--- src/rtl/core/icf_pkg.sv ---
// ----------------------------------------------------------------------------
// icf_pkg: shared types, constants and helpers of the attitude filter
// item layouts, register map, controller encodings and fixed-point helpers
// ----------------------------------------------------------------------------
package icf_pkg;

  // moving mean and cordic depth
  localparam int WINDOW_LEN   = 5;
  localparam int CORDIC_STEPS = 16;
  localparam int CORDIC_EFF   = (CORDIC_STEPS > 24) ? 24 : CORDIC_STEPS;
  localparam int ITER_W       = 5;
  localparam int POS_W        = (WINDOW_LEN > 1) ? $clog2(WINDOW_LEN) : 1;
  localparam int WIN_DEPTH    = 3 * WINDOW_LEN;
  localparam int IDX_W        = $clog2(WIN_DEPTH);
  localparam int SUM_W        = 25 + $clog2(WINDOW_LEN);

  // reciprocal of the window length, 32 fractional bits, rounded up
  localparam longint WIN_RECIP_L = ((64'd1 << 32) + WINDOW_LEN - 1) / WINDOW_LEN;
  localparam logic [32:0] WIN_RECIP = 33'(WIN_RECIP_L);
  // reciprocal of 131, 30 fractional bits, rounded up (rate = raw*128/131)
  localparam logic [23:0] SCALE_RECIP = 24'd8196503;
  localparam int SQRT_STEPS = 16;

  localparam logic signed [31:0] WRAP_LIMIT = 32'sd23040;

  // register map
  typedef enum logic [2:0] {
    REG_DEADZONE = 3'd0,
    REG_OUTLIER  = 3'd1,
    REG_STEP     = 3'd2,
    REG_WEIGHT   = 3'd3,
    REG_ROLL_OFF = 3'd4,
    REG_PITCH_OFF = 3'd5,
    REG_CALIB    = 3'd6
  } reg_idx_t;

  // input operation codes
  localparam logic OPER_SAMPLE = 1'b0;
  localparam logic OPER_RECAL  = 1'b1;

  typedef struct packed {
    logic               operation;
    logic signed [15:0] accel_x;
    logic signed [15:0] accel_y;
    logic signed [15:0] accel_z;
    logic signed [15:0] gyro_x;
    logic signed [15:0] gyro_y;
    logic signed [15:0] gyro_z;
  } in_item_t;

  typedef struct packed {
    logic signed [15:0] roll_angle;
    logic signed [15:0] pitch_angle;
    logic signed [15:0] yaw_angle;
  } out_item_t;

  typedef struct packed {
    logic [15:0]        deadzone_rate;
    logic [19:0]        outlier_limit;
    logic [15:0]        integration_step;
    logic [15:0]        gyro_weight;
    logic signed [15:0] roll_offset;
    logic signed [15:0] pitch_offset;
    logic [7:0]         calib_samples;
  } cfg_t;

  // datapath operations
  typedef enum logic [4:0] {
    OP_NONE,
    OP_LOAD,
    OP_SCALE,
    OP_BIAS,
    OP_WIN,
    OP_DIV,
    OP_MEAN,
    OP_RECAL,
    OP_CLEAR,
    OP_BIASCNT,
    OP_SQA,
    OP_SQB,
    OP_SQRT,
    OP_CINIT,
    OP_CORDIC,
    OP_TILT,
    OP_IMUL,
    OP_IACC,
    OP_BMUL1,
    OP_BMUL2,
    OP_BLEND,
    OP_OUT
  } op_t;

  typedef struct packed {
    op_t        op;
    logic [1:0] axis;
    logic       tilt;
  } cmd_t;

  typedef struct packed {
    logic cordic_zero;
  } dp_status_t;

  typedef enum logic [3:0] {
    ST_IDLE,
    ST_RECAL,
    ST_CLEAR,
    ST_AXIS,
    ST_BIASCNT,
    ST_SQA,
    ST_SQB,
    ST_SQRT,
    ST_CINIT,
    ST_CORDIC,
    ST_TILT,
    ST_INTEG,
    ST_OUT
  } ctrl_state_t;

  // atan(2^-i) in degrees, 16 fractional bits
  function automatic logic [21:0] atan_q16(input logic [ITER_W-1:0] i);
    logic [21:0] v;
    begin
      case (i)
        5'd0:  v = 22'd2949120;
        5'd1:  v = 22'd1740967;
        5'd2:  v = 22'd919879;
        5'd3:  v = 22'd466945;
        5'd4:  v = 22'd234379;
        5'd5:  v = 22'd117304;
        5'd6:  v = 22'd58666;
        5'd7:  v = 22'd29335;
        5'd8:  v = 22'd14668;
        5'd9:  v = 22'd7334;
        5'd10: v = 22'd3667;
        5'd11: v = 22'd1833;
        5'd12: v = 22'd917;
        5'd13: v = 22'd458;
        5'd14: v = 22'd229;
        5'd15: v = 22'd115;
        5'd16: v = 22'd57;
        5'd17: v = 22'd29;
        5'd18: v = 22'd14;
        5'd19: v = 22'd7;
        5'd20: v = 22'd4;
        5'd21: v = 22'd2;
        5'd22: v = 22'd1;
        default: v = 22'd0;
      endcase
      return v;
    end
  endfunction

  // saturate to 24 bits signed
  function automatic logic signed [23:0] sat24(input logic signed [31:0] v);
    logic signed [23:0] r;
    begin
      if (v > 32'sd8388607) r = 24'sh7FFFFF;
      else if (v < -32'sd8388608) r = 24'sh800000;
      else r = v[23:0];
      return r;
    end
  endfunction

  // single wrap by 360 degrees then saturate to 16 bits
  function automatic logic signed [15:0] wrap16(input logic signed [31:0] v);
    logic signed [31:0] t;
    logic signed [15:0] r;
    begin
      t = v;
      if (t > WRAP_LIMIT) t = t - WRAP_LIMIT;
      else if (t < -WRAP_LIMIT) t = t + WRAP_LIMIT;
      if (t > 32'sd32767) r = 16'sh7FFF;
      else if (t < -32'sd32768) r = 16'sh8000;
      else r = t[15:0];
      return r;
    end
  endfunction

endpackage

--- src/rtl/core/icf_regs.sv ---
// ----------------------------------------------------------------------------
// icf_regs: configuration register file
// apb-style write and read of the seven filter settings
// ----------------------------------------------------------------------------
module icf_regs (
  input  logic          clk,
  input  logic          rst_n,
  input  logic          psel,
  input  logic          penable,
  input  logic          pwrite,
  input  logic [4:0]    paddr,
  input  logic [31:0]   pwdata,
  output logic [31:0]   prdata,
  output logic          pready,
  output icf_pkg::cfg_t cfg
);
  import icf_pkg::*;

  cfg_t       cfg_r;
  logic       wr_en;
  logic [2:0] idx;

  assign pready = 1'b1;
  assign wr_en  = psel & penable & pwrite;
  assign idx    = paddr[4:2];
  assign cfg    = cfg_r;

  // register writes
  always_ff @(posedge clk) begin
    if (!rst_n) begin
      cfg_r.deadzone_rate    <= 16'd256;
      cfg_r.outlier_limit    <= 20'd320000;
      cfg_r.integration_step <= 16'd983;
      cfg_r.gyro_weight      <= 16'd29491;
      cfg_r.roll_offset      <= -16'sd37;
      cfg_r.pitch_offset     <= 16'sd101;
      cfg_r.calib_samples    <= 8'd25;
    end else if (wr_en) begin
      case (idx)
        REG_DEADZONE:  cfg_r.deadzone_rate    <= pwdata[15:0];
        REG_OUTLIER:   cfg_r.outlier_limit    <= pwdata[19:0];
        REG_STEP:      cfg_r.integration_step <= pwdata[15:0];
        REG_WEIGHT:    cfg_r.gyro_weight      <= pwdata[15:0];
        REG_ROLL_OFF:  cfg_r.roll_offset      <= pwdata[15:0];
        REG_PITCH_OFF: cfg_r.pitch_offset     <= pwdata[15:0];
        REG_CALIB:     cfg_r.calib_samples    <= pwdata[7:0];
        default: ;
      endcase
    end
  end

  // register reads
  always_comb begin
    case (idx)
      REG_DEADZONE:  prdata = {16'd0, cfg_r.deadzone_rate};
      REG_OUTLIER:   prdata = {12'd0, cfg_r.outlier_limit};
      REG_STEP:      prdata = {16'd0, cfg_r.integration_step};
      REG_WEIGHT:    prdata = {16'd0, cfg_r.gyro_weight};
      REG_ROLL_OFF:  prdata = {{16{cfg_r.roll_offset[15]}}, cfg_r.roll_offset};
      REG_PITCH_OFF: prdata = {{16{cfg_r.pitch_offset[15]}}, cfg_r.pitch_offset};
      REG_CALIB:     prdata = {24'd0, cfg_r.calib_samples};
      default:       prdata = 32'd0;
    endcase
  end

endmodule

--- config.mk ---
export PLATFORM = sky130hd
export DESIGN_NAME = icf_regs
export DESIGN_NICKNAME = d
export VERILOG_FILES = /design/src/rtl/core/icf_pkg.sv /design/src/rtl/core/icf_regs.sv
export SDC_FILE = /design/constraint.sdc
export NUM_CORES = 1
export LEC_CHECK = 0
export BUFFER_PORTS_ARGS = -buffer_cell sky130_fd_sc_hd__buf_2
export CORE_MARGIN = 8
export CORE_UTILIZATION = 54
export CTS_CLUSTER_SIZE = 14
export DETAILED_ROUTE_END_ITERATION = 10
export MAX_ROUTING_LAYER = met4
export PLACE_DENSITY_LB_ADDON = 0.08
export RECOVER_POWER = 50
export SETUP_SLACK_MARGIN = 0.2
export SLEW_MARGIN = 5
export SYNTH_ARGS = -nofsm -noshare
export SYNTH_HDL_FRONTEND = slang
export SYNTH_SLANG_ARGS = --single-unit
--- constraint.sdc ---
create_clock -name clk -period 2.95 [get_ports clk]
set_input_delay 0.59 -clock clk [delete_from_list [all_inputs] [get_ports clk]]
set_output_delay 0.59 -clock clk [all_outputs]
set_load 0.02 [all_outputs]
==> results of run 1 <==
-- placed cells by master (no fill, tap or decap), types with 4 or more instances in the layout --
| master | count |
|---|---|
| o211ai_1 | 24 |
| nand2_1 | 91 |
| o21ai_0 | 45 |
| o311ai_0 | 12 |
| clkbuf_1 | 108 |
| dfxtp_1 | 108 |
| clkbuf_8 | 10 |
| buf_4 | 21 |
| a221oi_1 | 7 |
| inv_1 | 20 |
| nand3_1 | 11 |
| o221a_2 | 6 |
| a21oi_1 | 4 |
| buf_2 | 57 |
| a22oi_1 | 7 |
| nor2b_1 | 8 |
| mux2_2 | 11 |
| mux2i_1 | 100 |
-- synthesized netlist by cell type, types with 8 or more instances --
library cell,count,area (sq um)
mux2_2,11,124
clkbuf_1,25,93.8
nor2b_1,8,50.1
o311ai_0,12,105
nand2_1,91,342
buf_4,17,128
buf_6,10,113
inv_1,20,75.1
dfxtp_1,108,2160
nand3_1,11,55.1
o211ai_1,24,180
mux2i_1,100,1000
o21ai_0,45,225
-- worst max-delay path, cell delays in order --
cell and delay [ps]:
clkbuf_2 440, nand2b_2 330, o221a_2 350, a221oi_1 220, buf_2 220
-- report_power, final --
part / switching (mW) / total (mW) / internal, mW / leakage, nW
Sequential: 0.0115 / 1.48 / 1.47 / 0.873
Clock: 0.502 / 0.832 / 0.329 / 0.0848
Combinational: 0.232 / 0.355 / 0.122 / 1.65
-- per-layer routing --
metal	up-vias	global-route usage	part of all wire
li1	2212	-	-
met1	2256	0.286	0.43
met2	167	0.404	0.50
met3	16	0.0481	0.059
met4	0	0.0807	0.013
met5	-	-	0
-- worst min-delay path by stage --
stage	startpoint	to	slack, ps	depth (start not counted)
detailed placement	cfg[80]	cfg[80]	460	2
finish	pwdata[19]	cfg[91]	460	3
global placement	cfg[66]	cfg[66]	450	2
CTS	pwdata[16]	cfg[88]	440	3
floorplan	cfg[66]	cfg[66]	540	2
global route	pwdata[16]	cfg[88]	470	3
-- kinds of logic (layout without fill, tap and decap cells) --
family / count (synthesis) / count (layout) / synth area share
compound gates: 113 / 113 / 0.150
mux: 111 / 111 / 0.218
buf+inv: 80 / 225 / 0.0866
other cells: 1 / 1 / 0.000725
simple gates: 135 / 135 / 0.127
flops: 108 / 108 / 0.418
-- final cells by class --
| class | instances | share of cell area |
|---|---|---|
| Clock buffer | 10 | 0.0229 |
| Clock inverter | 5 | 0.00623 |
| Inverter | 20 | 0.0125 |
| Multi-Input combinational cell | 360 | 0.423 |
| Sequential cell | 108 | 0.359 |
| Tap cell | 129 | 0.0268 |
| Timing Repair Buffer | 190 | 0.150 |
-- metrics by stage --
step / hold WS [ps] / util
6_report: 462 / 0.649
5_1_grt: 471 / 0.649
4_1_cts: 445 / 0.665
3_5_place_dp: 464 / 0.646
3_3_place_gp: 453 / 0.646
2_1_floorplan: 542 / -
==> impl_metrics.toml, run 1 <==
[pwr]
p_leak_nw = 2.61
power_density_nw_per_um2 = 443
finalPower_mw = 2.67
max-vdd-ir-drop_mv = 0.209

[die]
die_area_sq_um = 13000
die_x_um = 114
core_region_area_sq_um = 9280
start_util = 0.557
rows = 35
io_pins = 183
die_h_um = 114

[run_status]
status = "completed"

[timing]
final.setup.tns_ps = 0
fmaxAchievable_mhz = 365
final_max_slew_viol_count = 0
worst_slack_ps = 210
finalSetupViolations = 0
finalCritPeriodShare = 0.929
skew_ps = 0
grt_setup_unrepaired = "no"
worst-slew-pin-transition_ps = 1270
slew_headroom = 0.151
finalHoldViolCount = 0
period_minus_slack_ps = 2740

[placed_design]
dp_hpwl_mm = 11.5
post-place-ws_ps = 276
port_buffers = 167
place_congestion = 0.819
placed_area_sq_um = 6000
dpl.cell_count = 807

[global_route]
grt_overflow = 0
grt_max_degree = 57
grt_antenna_before_repair = 0
grt_usage = 0.242
grt_pass1_wl_mm = 24.6
grt_pass1_vias = 4755

[drt]
viasPerCell = 5.66
ant_nets = 0
first_iter_violations = 293
avgRoutedWirePerCell_um = 19.1
finalWirelength_mm = 15.7
num_vias = 4651
dr.pass1.iters = 5
drc = 0

[clock_tree]
cts_hold_buf = 0
post-cts-setup-buffers = 0
cts_buffer_depth = 2
cts_resized = 0
root_buffer = "clkbuf_8"
cts_sinks = 108
cts.htree.levels = 3
cts_buffers = 9
cts_tree = "yes"
clk_latency_ps = 350
clk_transition_reported_paths_ps = 110

[synth]
yosysWarnings = 0
syn_inst = 548
synth_edf_count = 0
async_reset_ff_frac = 0
ys_ff_latch = 108
synth-main-ff-cell = "dfxtp_1"
synth.distinct_cells = 42
syn_area_sq_um = 5170
synthesis.nets = 590
postSynthAreaPerCell_sq_um = 9.44
seq_area_frac_synth = 0.418

[layout]
stdcell_count = 822
diodes = 0
largest_register_ff_count = 108
syn_to_final_growth_pct = 16.5
stdcell_area_sq_um = 6020
fill_cells = 896
seqCellArea_sq_um = 2160
drive_gt1_frac = 0.176
fin_nets = 731
multi_input_area_sq_um = 2550

[setup_path]
path_class = "input port to output port"
arrival_ps = 2150
timing.rr.end = "cfg[65]"
cp-start-kind = "input port"
critPathMaxFanout = 21
required_ps = 2360
ff2ff_path_depth = 2
rrSetupSlack_ps = 2210
crit_start = "paddr[4]"
endpoint = "prdata[2]"
reg2reg_from = "cfg[65]"
end_kind = "output port"

[worst_hold_path]
holdCritPathClass = "input port to flip-flop"

[flow_run]
drv_cap = 0
No activity file was read; power rests on OpenSTA's default activity.
==> run 2, diff against run 1 <==
ABC_AREA = 1   (was unset)
CORE_UTILIZATION = 55   (was 54)
==> run 2 against run 1 <==
  * Setup slack better by 130 ps
  * Clock-buffer cell count up 2
  * First-iteration DRC count up 37%
  * Synthesized area up 8.7%
  * Sequential cell count unchanged
  * Sequential power about the same
  * Non-clock buffer count down 10
  * Final cell count up 34%
  * Via count up 27%
  * Final area up 4.3%
  * Clock skew unchanged
  * Largest power group unchanged
==> impl_metrics.toml, run 2 <==
[run_status]
status = "completed"

[layout]
largest_register_ff_count = 108
stdcell_count = 1099
fin_util = 0.620
final_common_cell = "nand2_1"
drive_gt1_frac = 0.114
fill_cells = 1044
syn_to_final_growth_pct = 11.8
fin_nets = 999
layout_common_cells = "271 x nand2_1, 162 x nor2_1, 119 x nand3_1"

[drt]
drc = 0
avgRoutedWirePerCell_um = 17.1
finalWirelength_mm = 18.8
viasPerCell = 5.40
top_layer = "met4"
dr_wl_met2_mm = 9.29
wl_met1_mm = 7.46
ant_nets = 0
met3WireLength_mm = 1.35
dr.pass1.iters = 7
first_iter_violations = 402
num_vias = 5930

[timing]
finalSetupViolations = 0
fmaxAchievable_mhz = 383
finalCritPeriodShare = 0.884
worst_slack_ps = 342
slew_headroom = 0.238
period_minus_slack_ps = 2610
skew_ps = 0
grt_setup_unrepaired = "no"
final_max_slew_viol_count = 0
worst-slew-pin-transition_ps = 1140
final.setup.tns_ps = 0
finalHoldViolCount = 0

[global_route]
grt_antenna_before_repair = 0
grt_pass1_wl_mm = 28.9
grt_overflow = 0
grt_pass1_vias = 5665
grt_usage = 0.282
grt_max_degree = 62

[clock_tree]
cts_buffers = 9
clk_transition_reported_paths_ps = 100
clk_latency_ps = 360
cts_hold_buf = 0
cts_sinks = 108
cts_resized = 0
cts_tree = "yes"
post-cts-setup-buffers = 0
root_buffer = "clkbuf_8"
cts.htree.levels = 3
cts_buffer_depth = 2

[synth]
yosys.area.top_type = "dfxtp_1"
synth_edf_count = 0
synthesis.nets = 874
postSynthAreaPerCell_sq_um = 6.75
yosysWarnings = 0
netlist.area_leader.share = 0.385
ys_ff_latch = 108
syn_inst = 832
synth_area_leaders = "dfxtp_1 38%, nand2_1 18%, nor2_1 11%, nand3_1 10%, nand4_1 4.0%"
seq_area_frac_synth = 0.385
synth_common_cells = "271 x nand2_1, 160 x nor2_1, 117 x nand3_1"
synth-main-ff-cell = "dfxtp_1"
synth.distinct_cells = 23
async_reset_ff_frac = 0
syn_area_sq_um = 5620
synth.most_common_cell = "nand2_1"

[setup_path]
crit_start = "paddr[2]"
arrival_ps = 2020
timing.rr.end = "cfg[15]"
critPathMaxFanout = 10
required_ps = 2360
rrSetupSlack_ps = 2290
cp-start-kind = "input port"
ff2ff_path_depth = 2
end_kind = "output port"
path_class = "input port to output port"
reg2reg_from = "cfg[15]"

[die]
start_util = 0.554
die_x_um = 117
io_pins = 183
core_region_area_sq_um = 10100
rows = 37
die_h_um = 117
die_area_sq_um = 13700

[pwr]
p_leak_nw = 2.95
power_density_nw_per_um2 = 453
switching_share = 0.289
clock_power_share = 0.332
p_int_mw = 2.03
max-vdd-ir-drop_mv = 0.200
combPwrFrac = 0.144
p_switching_mw = 0.823
sequentialPowerShare = 0.524

[worst_hold_path]
hp-start = "pwdata[18]"
min_to = "cfg[90]"
hold_depth = 3
holdCritPathClass = "input port to flip-flop"

[placed_design]
dp_hpwl_mm = 13.6
post-place-ws_ps = 343
dpl.cell_count = 1082
port_buffers = 167
place_congestion = 0.889

[flow_run]
drv_cap = 0
[run 2: cell types whose count changed after synthesis, moves of 11 or more]
cell,delta
o311ai_0,-12
clkbuf_1,-22
nand4_1,+35
o211ai_1,-24
nand3_1,+106
inv_1,+16
mux2_2,-11
nor2_1,+157
nand2_1,+180
o21ai_0,-37
mux2i_1,-100
[run 2: kinds of logic (layout without fill, tap and decap cells)]
kind of cell           count (synthesis)  after routing  share of synthesized area
DFF                                  108            108                      0.385
buffers and inverters                106            236                      0.117
AOI/OAI and AO/OA                      8              8                    0.00713
and+or+nand+nor                      609            609                      0.490
other                                  1              2                   0.000667
[run 2: per-layer routing]
metal	vias to the layer above	global-route usage
li1	2863	-
met1	2763	0.325
met2	255	0.478
met3	49	0.0416
met4	0	0.129
met5	-	-
[run 2: final cells by class]
type | instances | area [sq um] | share of cell area
flip-flops and latches | 108 | 2160 | 0.344
multi-input cells | 618 | 2740 | 0.436
well taps | 136 | 170 | 0.0271
diodes | 1 | 2.50 | 0.000398
repair buffers | 180 | 831 | 0.132
clock inverters | 4 | 47.5 | 0.00757
clock buffers | 12 | 155 | 0.0247
inverters | 40 | 174 | 0.0277
[run 2: worst max-delay path, cell delays in order]
cell	delay (ps)
buf_2	350
clkbuf_1	390
nand3_1	270
nor2_1	150
nor2_1	60
nand2_1	50
buf_2	150
[run 2: worst max path at each step]
stage                     slack, ps    endpoint  depth (start not counted)
final                           340   prdata[4]                          7
after global routing            230     cfg[19]                          7
after CTS                       340  prdata[16]                          7
after detailed placement        340  prdata[16]                          7
after global placement          360  prdata[18]                          8
after floorplan                 590  prdata[16]                          6
[run 2: power groups by stage]
stage               clock network (mW)  registers [mW]  logic [mW]
floorplan                            0            1.55       0.278
global placement                     0            1.52       0.416
detailed placement                   0            1.53       0.421
CTS                              0.954            1.49       0.423
global route                      1.01            1.50       0.448
finish                           0.945            1.49       0.412
[run 2: stage by stage]
stage	cell area, sq um	hold WS [ps]	power, mW
after floorplan	5620	554	1.82
after global placement	6280	462	1.94
after detailed placement	6280	471	1.95
after CTS	6480	416	2.87
after global routing	6280	441	2.95
final	6280	428	2.85
