==> src/rtl/core/icf_pkg.sv <==
// ----------------------------------------------------------------------------
// icf_pkg: shared types, constants and helpers of the attitude filter
// item layouts, register map, controller encodings and fixed-point helpers
// ----------------------------------------------------------------------------
package icf_pkg;

  // moving mean and cordic depth
  localparam int WINDOW_LEN   = 5;
  localparam int CORDIC_STEPS = 16;
  localparam int CORDIC_EFF   = (CORDIC_STEPS > 24) ? 24 : CORDIC_STEPS;
  localparam int ITER_W       = 5;
  localparam int POS_W        = (WINDOW_LEN > 1) ? $clog2(WINDOW_LEN) : 1;
  localparam int WIN_DEPTH    = 3 * WINDOW_LEN;
  localparam int IDX_W        = $clog2(WIN_DEPTH);
  localparam int SUM_W        = 25 + $clog2(WINDOW_LEN);

  // reciprocal of the window length, 32 fractional bits, rounded up
  localparam longint WIN_RECIP_L = ((64'd1 << 32) + WINDOW_LEN - 1) / WINDOW_LEN;
  localparam logic [32:0] WIN_RECIP = 33'(WIN_RECIP_L);
  // reciprocal of 131, 30 fractional bits, rounded up (rate = raw*128/131)
  localparam logic [23:0] SCALE_RECIP = 24'd8196503;
  localparam int SQRT_STEPS = 16;

  localparam logic signed [31:0] WRAP_LIMIT = 32'sd23040;

  // register map
  typedef enum logic [2:0] {
    REG_DEADZONE = 3'd0,
    REG_OUTLIER  = 3'd1,
    REG_STEP     = 3'd2,
    REG_WEIGHT   = 3'd3,
    REG_ROLL_OFF = 3'd4,
    REG_PITCH_OFF = 3'd5,
    REG_CALIB    = 3'd6
  } reg_idx_t;

  // input operation codes
  localparam logic OPER_SAMPLE = 1'b0;
  localparam logic OPER_RECAL  = 1'b1;

  typedef struct packed {
    logic               operation;
    logic signed [15:0] accel_x;
    logic signed [15:0] accel_y;
    logic signed [15:0] accel_z;
    logic signed [15:0] gyro_x;
    logic signed [15:0] gyro_y;
    logic signed [15:0] gyro_z;
  } in_item_t;

  typedef struct packed {
    logic signed [15:0] roll_angle;
    logic signed [15:0] pitch_angle;
    logic signed [15:0] yaw_angle;
  } out_item_t;

  typedef struct packed {
    logic [15:0]        deadzone_rate;
    logic [19:0]        outlier_limit;
    logic [15:0]        integration_step;
    logic [15:0]        gyro_weight;
    logic signed [15:0] roll_offset;
    logic signed [15:0] pitch_offset;
    logic [7:0]         calib_samples;
  } cfg_t;

  // datapath operations
  typedef enum logic [4:0] {
    OP_NONE,
    OP_LOAD,
    OP_SCALE,
    OP_BIAS,
    OP_WIN,
    OP_DIV,
    OP_MEAN,
    OP_RECAL,
    OP_CLEAR,
    OP_BIASCNT,
    OP_SQA,
    OP_SQB,
    OP_SQRT,
    OP_CINIT,
    OP_CORDIC,
    OP_TILT,
    OP_IMUL,
    OP_IACC,
    OP_BMUL1,
    OP_BMUL2,
    OP_BLEND,
    OP_OUT
  } op_t;

  typedef struct packed {
    op_t        op;
    logic [1:0] axis;
    logic       tilt;
  } cmd_t;

  typedef struct packed {
    logic cordic_zero;
  } dp_status_t;

  typedef enum logic [3:0] {
    ST_IDLE,
    ST_RECAL,
    ST_CLEAR,
    ST_AXIS,
    ST_BIASCNT,
    ST_SQA,
    ST_SQB,
    ST_SQRT,
    ST_CINIT,
    ST_CORDIC,
    ST_TILT,
    ST_INTEG,
    ST_OUT
  } ctrl_state_t;

  // atan(2^-i) in degrees, 16 fractional bits
  function automatic logic [21:0] atan_q16(input logic [ITER_W-1:0] i);
    logic [21:0] v;
    begin
      case (i)
        5'd0:  v = 22'd2949120;
        5'd1:  v = 22'd1740967;
        5'd2:  v = 22'd919879;
        5'd3:  v = 22'd466945;
        5'd4:  v = 22'd234379;
        5'd5:  v = 22'd117304;
        5'd6:  v = 22'd58666;
        5'd7:  v = 22'd29335;
        5'd8:  v = 22'd14668;
        5'd9:  v = 22'd7334;
        5'd10: v = 22'd3667;
        5'd11: v = 22'd1833;
        5'd12: v = 22'd917;
        5'd13: v = 22'd458;
        5'd14: v = 22'd229;
        5'd15: v = 22'd115;
        5'd16: v = 22'd57;
        5'd17: v = 22'd29;
        5'd18: v = 22'd14;
        5'd19: v = 22'd7;
        5'd20: v = 22'd4;
        5'd21: v = 22'd2;
        5'd22: v = 22'd1;
        default: v = 22'd0;
      endcase
      return v;
    end
  endfunction

  // saturate to 24 bits signed
  function automatic logic signed [23:0] sat24(input logic signed [31:0] v);
    logic signed [23:0] r;
    begin
      if (v > 32'sd8388607) r = 24'sh7FFFFF;
      else if (v < -32'sd8388608) r = 24'sh800000;
      else r = v[23:0];
      return r;
    end
  endfunction

  // single wrap by 360 degrees then saturate to 16 bits
  function automatic logic signed [15:0] wrap16(input logic signed [31:0] v);
    logic signed [31:0] t;
    logic signed [15:0] r;
    begin
      t = v;
      if (t > WRAP_LIMIT) t = t - WRAP_LIMIT;
      else if (t < -WRAP_LIMIT) t = t + WRAP_LIMIT;
      if (t > 32'sd32767) r = 16'sh7FFF;
      else if (t < -32'sd32768) r = 16'sh8000;
      else r = t[15:0];
      return r;
    end
  endfunction

endpackage

==> src/rtl/core/icf_ctrl.sv <==
// ----------------------------------------------------------------------------
// icf_ctrl: sequencing state machine of the attitude filter
// steps the datapath through rate, tilt and integration work, or recalibration, for one request
// ----------------------------------------------------------------------------
module icf_ctrl (
  input  logic                clk,
  input  logic                rst_n,
  input  logic                in_valid,
  input  logic                in_oper,
  output logic                in_ready,
  output logic                out_valid,
  input  logic                out_ready,
  input  icf_pkg::dp_status_t status,
  output icf_pkg::cmd_t       cmd
);
  import icf_pkg::*;

  ctrl_state_t       state_r, state_nxt;
  logic [2:0]        sub_r, sub_nxt;
  logic [1:0]        axis_r, axis_nxt;
  logic              tilt_r, tilt_nxt;
  logic [ITER_W-1:0] iter_r, iter_nxt;
  logic              out_valid_r, out_valid_nxt;
  logic              out_load;

  // state and counters
  always_ff @(posedge clk) begin
    if (!rst_n) begin
      state_r     <= ST_IDLE;
      sub_r       <= '0;
      axis_r      <= '0;
      tilt_r      <= 1'b0;
      iter_r      <= '0;
      out_valid_r <= 1'b0;
    end else begin
      state_r     <= state_nxt;
      sub_r       <= sub_nxt;
      axis_r      <= axis_nxt;
      tilt_r      <= tilt_nxt;
      iter_r      <= iter_nxt;
      out_valid_r <= out_valid_nxt;
    end
  end

  // next state
  always_comb begin
    state_nxt = state_r;
    sub_nxt   = sub_r;
    axis_nxt  = axis_r;
    tilt_nxt  = tilt_r;
    iter_nxt  = iter_r;
    case (state_r)
      ST_IDLE: begin
        sub_nxt  = '0;
        axis_nxt = '0;
        tilt_nxt = 1'b0;
        iter_nxt = '0;
        if (in_valid) state_nxt = (in_oper == OPER_RECAL) ? ST_RECAL : ST_AXIS;
      end
      ST_RECAL: begin
        if (sub_r == 3'd1) begin
          sub_nxt = '0;
          if (axis_r == 2'd2) begin
            axis_nxt  = '0;
            state_nxt = ST_CLEAR;
          end else begin
            axis_nxt = axis_r + 2'd1;
          end
        end else begin
          sub_nxt = sub_r + 3'd1;
        end
      end
      ST_CLEAR: state_nxt = ST_OUT;
      ST_AXIS: begin
        if (sub_r == 3'd4) begin
          sub_nxt = '0;
          if (axis_r == 2'd2) begin
            axis_nxt  = '0;
            state_nxt = ST_BIASCNT;
          end else begin
            axis_nxt = axis_r + 2'd1;
          end
        end else begin
          sub_nxt = sub_r + 3'd1;
        end
      end
      ST_BIASCNT: state_nxt = ST_SQA;
      ST_SQA:     state_nxt = ST_SQB;
      ST_SQB: begin
        iter_nxt  = '0;
        state_nxt = ST_SQRT;
      end
      ST_SQRT: begin
        if (iter_r == ITER_W'(SQRT_STEPS - 1)) begin
          iter_nxt  = '0;
          state_nxt = ST_CINIT;
        end else begin
          iter_nxt = iter_r + 1'b1;
        end
      end
      ST_CINIT: begin
        iter_nxt  = '0;
        state_nxt = ST_CORDIC;
      end
      ST_CORDIC: begin
        if (status.cordic_zero || iter_r == ITER_W'(CORDIC_EFF - 1)) begin
          iter_nxt  = '0;
          state_nxt = ST_TILT;
        end else begin
          iter_nxt = iter_r + 1'b1;
        end
      end
      ST_TILT: begin
        if (!tilt_r) begin
          tilt_nxt  = 1'b1;
          state_nxt = ST_SQA;
        end else begin
          sub_nxt   = '0;
          axis_nxt  = '0;
          state_nxt = ST_INTEG;
        end
      end
      ST_INTEG: begin
        if ((axis_r == 2'd2 && sub_r == 3'd1) || sub_r == 3'd4) begin
          sub_nxt = '0;
          if (axis_r == 2'd2) begin
            state_nxt = ST_OUT;
          end else begin
            axis_nxt = axis_r + 2'd1;
          end
        end else begin
          sub_nxt = sub_r + 3'd1;
        end
      end
      ST_OUT: begin
        if (!out_valid_r || out_ready) state_nxt = ST_IDLE;
      end
      default: state_nxt = ST_IDLE;
    endcase
  end

  // outputs and datapath commands
  always_comb begin
    cmd.op   = OP_NONE;
    cmd.axis = axis_r;
    cmd.tilt = tilt_r;
    in_ready = 1'b0;
    out_load = 1'b0;
    case (state_r)
      ST_IDLE: begin
        in_ready = 1'b1;
        if (in_valid) cmd.op = OP_LOAD;
      end
      ST_RECAL:   cmd.op = (sub_r == 3'd0) ? OP_DIV : OP_RECAL;
      ST_CLEAR:   cmd.op = OP_CLEAR;
      ST_AXIS: begin
        case (sub_r)
          3'd0:    cmd.op = OP_SCALE;
          3'd1:    cmd.op = OP_BIAS;
          3'd2:    cmd.op = OP_WIN;
          3'd3:    cmd.op = OP_DIV;
          default: cmd.op = OP_MEAN;
        endcase
      end
      ST_BIASCNT: cmd.op = OP_BIASCNT;
      ST_SQA:     cmd.op = OP_SQA;
      ST_SQB:     cmd.op = OP_SQB;
      ST_SQRT:    cmd.op = OP_SQRT;
      ST_CINIT:   cmd.op = OP_CINIT;
      ST_CORDIC:  cmd.op = OP_CORDIC;
      ST_TILT:    cmd.op = OP_TILT;
      ST_INTEG: begin
        case (sub_r)
          3'd0:    cmd.op = OP_IMUL;
          3'd1:    cmd.op = OP_IACC;
          3'd2:    cmd.op = OP_BMUL1;
          3'd3:    cmd.op = OP_BMUL2;
          default: cmd.op = OP_BLEND;
        endcase
      end
      ST_OUT: begin
        if (!out_valid_r || out_ready) begin
          cmd.op   = OP_OUT;
          out_load = 1'b1;
        end
      end
      default: cmd.op = OP_NONE;
    endcase
  end

  // result valid flag
  always_comb begin
    if (out_load) out_valid_nxt = 1'b1;
    else if (out_ready) out_valid_nxt = 1'b0;
    else out_valid_nxt = out_valid_r;
  end

  assign out_valid = out_valid_r;

endmodule

==> config.mk <==
export PLATFORM = sky130hd
export DESIGN_NAME = icf_ctrl
export DESIGN_NICKNAME = d
export VERILOG_FILES = /design/src/rtl/core/icf_pkg.sv /design/src/rtl/core/icf_ctrl.sv
export SDC_FILE = /design/constraint.sdc
export NUM_CORES = 1
export LEC_CHECK = 0
export BUFFER_PORTS_ARGS = -buffer_cell sky130_fd_sc_hd__buf_2
export CAP_MARGIN = 0
export CORE_ASPECT_RATIO = 0.9
export CORE_UTILIZATION = 58
export DETAILED_ROUTE_END_ITERATION = 8
export HOLD_SLACK_MARGIN = 0.15
export PLACE_DENSITY = 0.82
export SLEW_MARGIN = 0
export SYNTH_ARGS = -nofsm -noshare
export SYNTH_HDL_FRONTEND = slang
export SYNTH_SLANG_ARGS = --single-unit
==> constraint.sdc <==
create_clock -name clk -period 2 [get_ports clk]
set_input_delay 0.3 -clock clk [delete_from_list [all_inputs] [get_ports clk]]
set_output_delay 0.3 -clock clk [all_outputs]
set_load 0.1 [all_outputs]
==> results of run 1 <==
## worst reg2reg max path: cells and delay by family, from the launching register on
kind | cells | cell delay (ps)
flip-flops | 1 | 370
adder cells (fa/ha/maj) | 1 | 140
AO/OA/AOI/OAI | 1 | 320
AND/OR/NAND/NOR | 3 | 650
multiplexers | 1 | 210
buffers and inverters | 3 | 310
## cells in the mapped netlist (all sizes together) (2+ instances only)
| cell type | n |
|---|---|
| buf | 10 |
| a31oi | 2 |
| clkbuf | 2 |
| nor3 | 8 |
| nand3b | 2 |
| nor2 | 20 |
| mux2i | 5 |
| a211oi | 3 |
| ha | 11 |
| nand2b | 6 |
| xor2 | 2 |
| a21o | 3 |
| nor2b | 6 |
| a21oi | 16 |
| a32oi | 2 |
| nand4 | 3 |
| dfxtp | 16 |
| o21ai | 17 |
| nand2 | 18 |
| inv | 9 |
| nand3 | 6 |
| a31o | 2 |
## state kept, by name (all words and copies together), names as in the netlist
register and cells:
iter_r 5, sub_r 3, state_r 4, out_valid 1
axis_r 2, tilt_r 1
## routing by layer
layer / share of wire [%] / vias to the layer above / global-route usage [%]
li1: - / 722 / -
met3: 14 / 57 / 7.79
met1: 36 / 753 / 42.1
met2: 44 / 182 / 56.5
met4: 6.3 / 0 / 13.2
met5: 0 / - / 0
## final timing paths
kind	cells after the start	startpoint	end	slack, ps
worst min register to register	2	state_r[2]$_SDFFE_PN0P_	state_r[2]$_SDFFE_PN0P_	520
worst max-delay path	7	sub_r[0]$_SDFFE_PN0P_	cmd[5]	-350
worst max register to register	9	sub_r[1]$_SDFFE_PN0P_	state_r[3]$_SDFFE_PN0P_	-70
worst min-delay path	3	rst_n	state_r[0]$_SDFFE_PN0P_	330
## metrics by stage
stage	hold WS [ps]	power [uW]
finish	325	3580
global route	308	3720
CTS	313	3290
detailed placement	549	2950
global placement	531	2880
floorplan	504	2260
## cell families (layout without fill, tap and decap cells)
group	Yosys count	after routing	share of synthesized area, %
xor+xnor	3	3	1.91
fa+ha+maj	11	11	9.98
simple gates	74	74	26.3
compound gates	56	56	26.5
buf+inv	22	51	7.62
mux	6	6	4.45
flops	16	16	23.2
## report_power, final
| part | leakage (uW) | internal, uW | total, uW | switching [uW] |
|---|---|---|---|---|
| Sequential | 0.000135 | 413 | 546 | 134 |
| Combinational | 0.000590 | 1030 | 2820 | 1790 |
| Clock | 0.0000210 | 111 | 214 | 103 |
## repair_timing
action | 4_1_cts | 5_1_grt
endpoints found under the setup margin | 5 | 5
pin swaps | 8 | 8
hold buffers | 0 | 0
setup buffers | 1 | 1
resized for setup | 19 | 25
## cell type report
cell class,instances,area (sq um),share of cell area [%]
Clock buffer,4,36.3,1.90
Inverter,10,42.5,2.23
Sequential cell,16,342,17.9
Tap cell,27,33.8,1.77
Timing Repair Buffer,37,354,18.6
Multi-Input combinational cell,150,1100,57.6
==> impl_metrics.toml, run 1 <==
[floorplan]
die_y_microns = 48.3
die_area_sq_um = 2580
fp.dieW_microns = 53.4
ios = 16
fp-row-count = 16
start_util_pct = 62.6
design.core.area_sq_um = 2200

[global_route]
grt_first_pass_wirelength_microns = 6240
antenna_found_initial = 0
grt_overflow = 0
grt.total_usage_pct = 33.6
grt_pass1_vias = 1342
grt_max_degree = 21

[run_status]
status = "complete, but fails checks"
violations = "setup timing"

[sta]
rsz0062_at_grt = "yes"
fmax_mhz = 426
finalMaxSlewViolations = 0
maxSlewHeadroom_pct = 59.0
setup_tns_ps = -813
setup_slack_ps = -346
worst_slew_pin_slew_ps = 609
finalWorstPathRequiredPeriod_ps = 2350
skew_ps = 3.74
setup_viol = 6
hold_viol = 0
fin_crit_sh_pct = 117

[synthesis]
yosys_warnings = 0
yosys-top-cells-area = "dfxtp_1 23%, ha_1 10%, a21oi_1 5.8%, o21ai_0 5.8%, nor2_1 5.4%"
synth_nets = 205
synthFlopType = "dfxtp_1"
syn-cell-area_sq_um = 1380
synth_area_per_cell_sq_um = 7.33
synthArstFlopShare_pct = 0
synth_edf_count = 0
synth_cell_type_count = 46
yosysTopAreaCellShare_pct = 23.2
seq_area_frac_synth_pct = 23.2
synth_top_cell_by_area = "dfxtp_1"
netlist_instances = 188
synth_seq_cells = 16

[cells_and_area]
final_area_sq_um = 1910
finalNonFillerCells = 244
drive_gt1_share_pct = 35.9
final_cell_mix = "18 x nand2_1, 18 x buf_4, 16 x nor2_1, 16 x a21oi_1, 14 x o21ai_0"
area_growth_syn_to_layout_pct = 38.3
fillCellCount = 110
fin_nets = 235
postLayoutCoreUtil_pct = 86.6
diodes = 0

[placed_design]
dp_hpwl_microns = 2700
io_buffers = 15
place_inst = 238
placed_area_sq_um = 1690
dp_slack_ps = -139
place_congestion = 0.876

[route]
drt-initial-drc-count = 218
antenna_left = 0
first_pass_iters = 5
wire_per_inst_microns = 20.6
vias_per_cell = 7.02
vias = 1714
drt-total-wl_microns = 5030
drc_errors = 0

[setup_path]
slowest_delay_ps = 380
crit_fanout = 3
worstSetupEndpointType = "primary output"
worstPathArrival_ps = 2050
path_delay_family = "compound AO/OA/AOI/OAI gates"
cp-start-kind = "flip-flop"
crit_path_top_delay_cell = "dfxtp_4"
cp_cell_sequence = "ha_4 > ha_4 > o31a_1 > o311ai_1 > nand2_1 > a22o_4 > buf_12"
worstPathRequired_ps = 1700
crit_buf_inv = 1
crit_type = "flip-flop to primary output"
crit_top_cell = "ha_4"

[power]
power.leakage_uw = 0.000747
vdd_drop_max_v = 0.00188
power_density_nw_per_um2 = 1880

[flow_run]
cap_violations = 0

[clock_network]
root_buffer = "clkbuf_4"
cts_buffer_depth = 2
numCtsBuffers = 3
cts_sinks = 16
cts_tree = "yes"
clock_latency_ps = 290
clk_pin_slew_ps = 90
htreeDepth = 1

[min_path]
hp-class = "input port to flip-flop"
Power figures use the tool's default switching activity.
==> run 2: changes to the inputs <==
Settings changed: CELL_PAD_IN_SITES_DETAIL_PLACEMENT set to 0, CELL_PAD_IN_SITES_GLOBAL_PLACEMENT set to 2, CORE_UTILIZATION 58 to 33, HOLD_SLACK_MARGIN 0.15 to 0.03.
==> run 2 against run 1 <==
  * The flow still finishes with violations (setup timing)
  * Clock skew fell by 1.6 ps
  * Worst hold slack better by 32 ps
  * Clock-buffer cell count unchanged
  * Via count fell by 18%
  * Total power shrank 4.9%
  * Largest cell class unchanged
==> impl_metrics.toml, run 2 (synthesized netlist as in run 1, its figures left out) <==
[cells_and_area]
final_cell_mix = "18 x nor2_1, 18 x nand2_1, 18 x buf_4"
top_register = "iter_r"
final_area_sq_um = 1850
largest_reg_flops = 5
drive_gt1_share_pct = 32.6
area_growth_syn_to_layout_pct = 34.5
diodes = 0
fin_nets = 233
reg.largest.list = "iter_r x5, state_r x4, sub_r x3"

[run_status]
status = "complete, but fails checks"
violations = "setup timing"

[global_route]
grt.total_usage_pct = 17.2
grt_overflow = 0
grt_max_degree = 14
grt_first_pass_wirelength_microns = 6310
antenna_found_initial = 0
grt_pass1_vias = 1360

[setup_path]
worstPathRequired_ps = 1700
r2r_setup_slack_ps = 220
crit_buf_inv = 1
rr_endpoint = "state_r[3]$_SDFFE_PN0P_"
cp-start-kind = "flip-flop"
worstPathArrival_ps = 1930
crit_fanout = 3
crit_top_cell = "ha_2"
cp_cell_sequence = "ha_2 > ha_2 > o31a_1 > o21ai_1 > o22ai_1 > a22o_4 > buf_12"
r2r-start = "sub_r[1]$_SDFFE_PN0P_"
worstSetupEndpointType = "primary output"
crit_path_top_delay_cell = "dfxtp_4"
r2r_cells = 8
slowest_delay_ps = 360
path_delay_family = "compound AO/OA/AOI/OAI gates"
crit_type = "flip-flop to primary output"

[min_path]
hp-class = "input port to flip-flop"
whs_path_depth = 3
hold_path.startpoint = "rst_n"
whs_endpoint = "state_r[0]$_SDFFE_PN0P_"

[power]
pwr-share-seq_pct = 15.5
combPwrFrac_pct = 75.9
p_int_uw = 1570
switching_power_uw = 1840
vdd_drop_max_v = 0.000805
power_density_nw_per_um2 = 1840
p_clk_share_pct = 8.6
power.leakage_uw = 0.000727
sw_frac_of_total_pct = 54.0

[sta]
whs_ps = 357
fin_crit_sh_pct = 112
setup_viol = 2
setup_slack_ps = -232
worst_slew_pin_slew_ps = 506
rsz0062_at_grt = "yes"
finalMaxSlewViolations = 0
fmax_mhz = 448
maxSlewHeadroom_pct = 65.9
finalWorstPathRequiredPeriod_ps = 2230
hold_viol = 0
skew_ps = 2.10

[clock_network]
htreeDepth = 1
cts_sinks = 16
root_buffer = "clkbuf_8"
clock_latency_ps = 250
hold_buffers = 0
cts_tree = "yes"
numCtsBuffers = 3
clk_pin_slew_ps = 70
cts_buffer_depth = 2

[placed_design]
place_congestion = 0.847
dp_slack_ps = -198
dp_hpwl_microns = 2810
placed_area_sq_um = 1690
io_buffers = 15

[flow_run]
cap_violations = 0

[floorplan]
start_util_pct = 35.7
die_y_microns = 63.3
fp.dieW_microns = 70.1
fp-row-count = 21
ios = 16
design.core.area_sq_um = 3860
die_area_sq_um = 4440

[route]
drt-initial-drc-count = 35
drt-total-wl_microns = 3710
vias = 1410
first_pass_iters = 4
drc_errors = 0
antenna_left = 0
vias_per_cell = 5.40
wire_per_inst_microns = 14.2
run 2: cell count changes in the layout (fill, tap and decap cells not counted), moves of 2 or more:
cell,previous run,this run
clkbuf_8,1,4
ha_2,0,3
nor2_2,4,2
nor2_1,16,18
ha_4,5,2
o21ai_1,0,2
dfxtp_4,4,2
clkbuf_4,3,0
run 2: worst min-delay path, stage by stage:
cell	delay [ps]
buf_2	160
nand2_1	70
a41oi_1	40
run 2: cell type report:
cell class / instances / area (sq um)
flip-flops and latches: 16 / 335
inverters: 10 / 37.5
repair buffers: 35 / 323
fillers: 382 / 2010
multi-input cells: 150 / 1050
well taps: 46 / 57.6
clock buffers: 4 / 55.1
run 2: stage by stage:
step	total power, uW	utilization, %	std cells	setup TNS (ps)
global route	3610	48.0	261	-464
CTS	3370	47.3	261	-385
floorplan	2260	-	188	-156
global placement	2910	43.8	256	-110
finish	3400	48.0	261	-336
detailed placement	2930	43.8	256	-198
run 2: power by group through the flow:
stage	clock network [uW]	registers (uW)	logic (uW)
final	294	528	2580
after global routing	320	540	2750
after CTS	304	513	2550
after detailed placement	0	511	2420
after global placement	0	510	2400
after floorplan	0	534	1730
run 2: worst max path at each step:
| stage | from | end | slack [ps] | cells past startpoint |
|---|---|---|---|---|
| finish | sub_r[0]$_SDFFE_PN0P_ | cmd[5] | -230 | 7 |
| global route | sub_r[0]$_SDFFE_PN0P_ | cmd[5] | -300 | 7 |
| CTS | sub_r[0]$_SDFFE_PN0P_ | cmd[5] | -310 | 8 |
| detailed placement | sub_r[1]$_SDFFE_PN0P_ | cmd[5] | -200 | 7 |
| global placement | sub_r[0]$_SDFFE_PN0P_ | cmd[5] | -110 | 7 |
| floorplan | state_r[1]$_SDFFE_PN0P_ | cmd[7] | -130 | 6 |
run 2: what timing repair did:
| action | in CTS | in global routing |
|---|---|---|
| resized for setup | 22 | 8 |
| pin swaps | 4 | 4 |
| setup endpoints to repair | 3 | 6 |
| gates cloned | 0 | 0 |
| buffers inserted | 1 | 0 |
run 2: routing by layer:
metal,GRT usage (%),routed length (microns),vias up
li1,-,-,720
met1,24.2,1950,652
met2,27.8,1600,34
met3,1.60,121,4
met4,5.50,36,0
met5,0,0,-
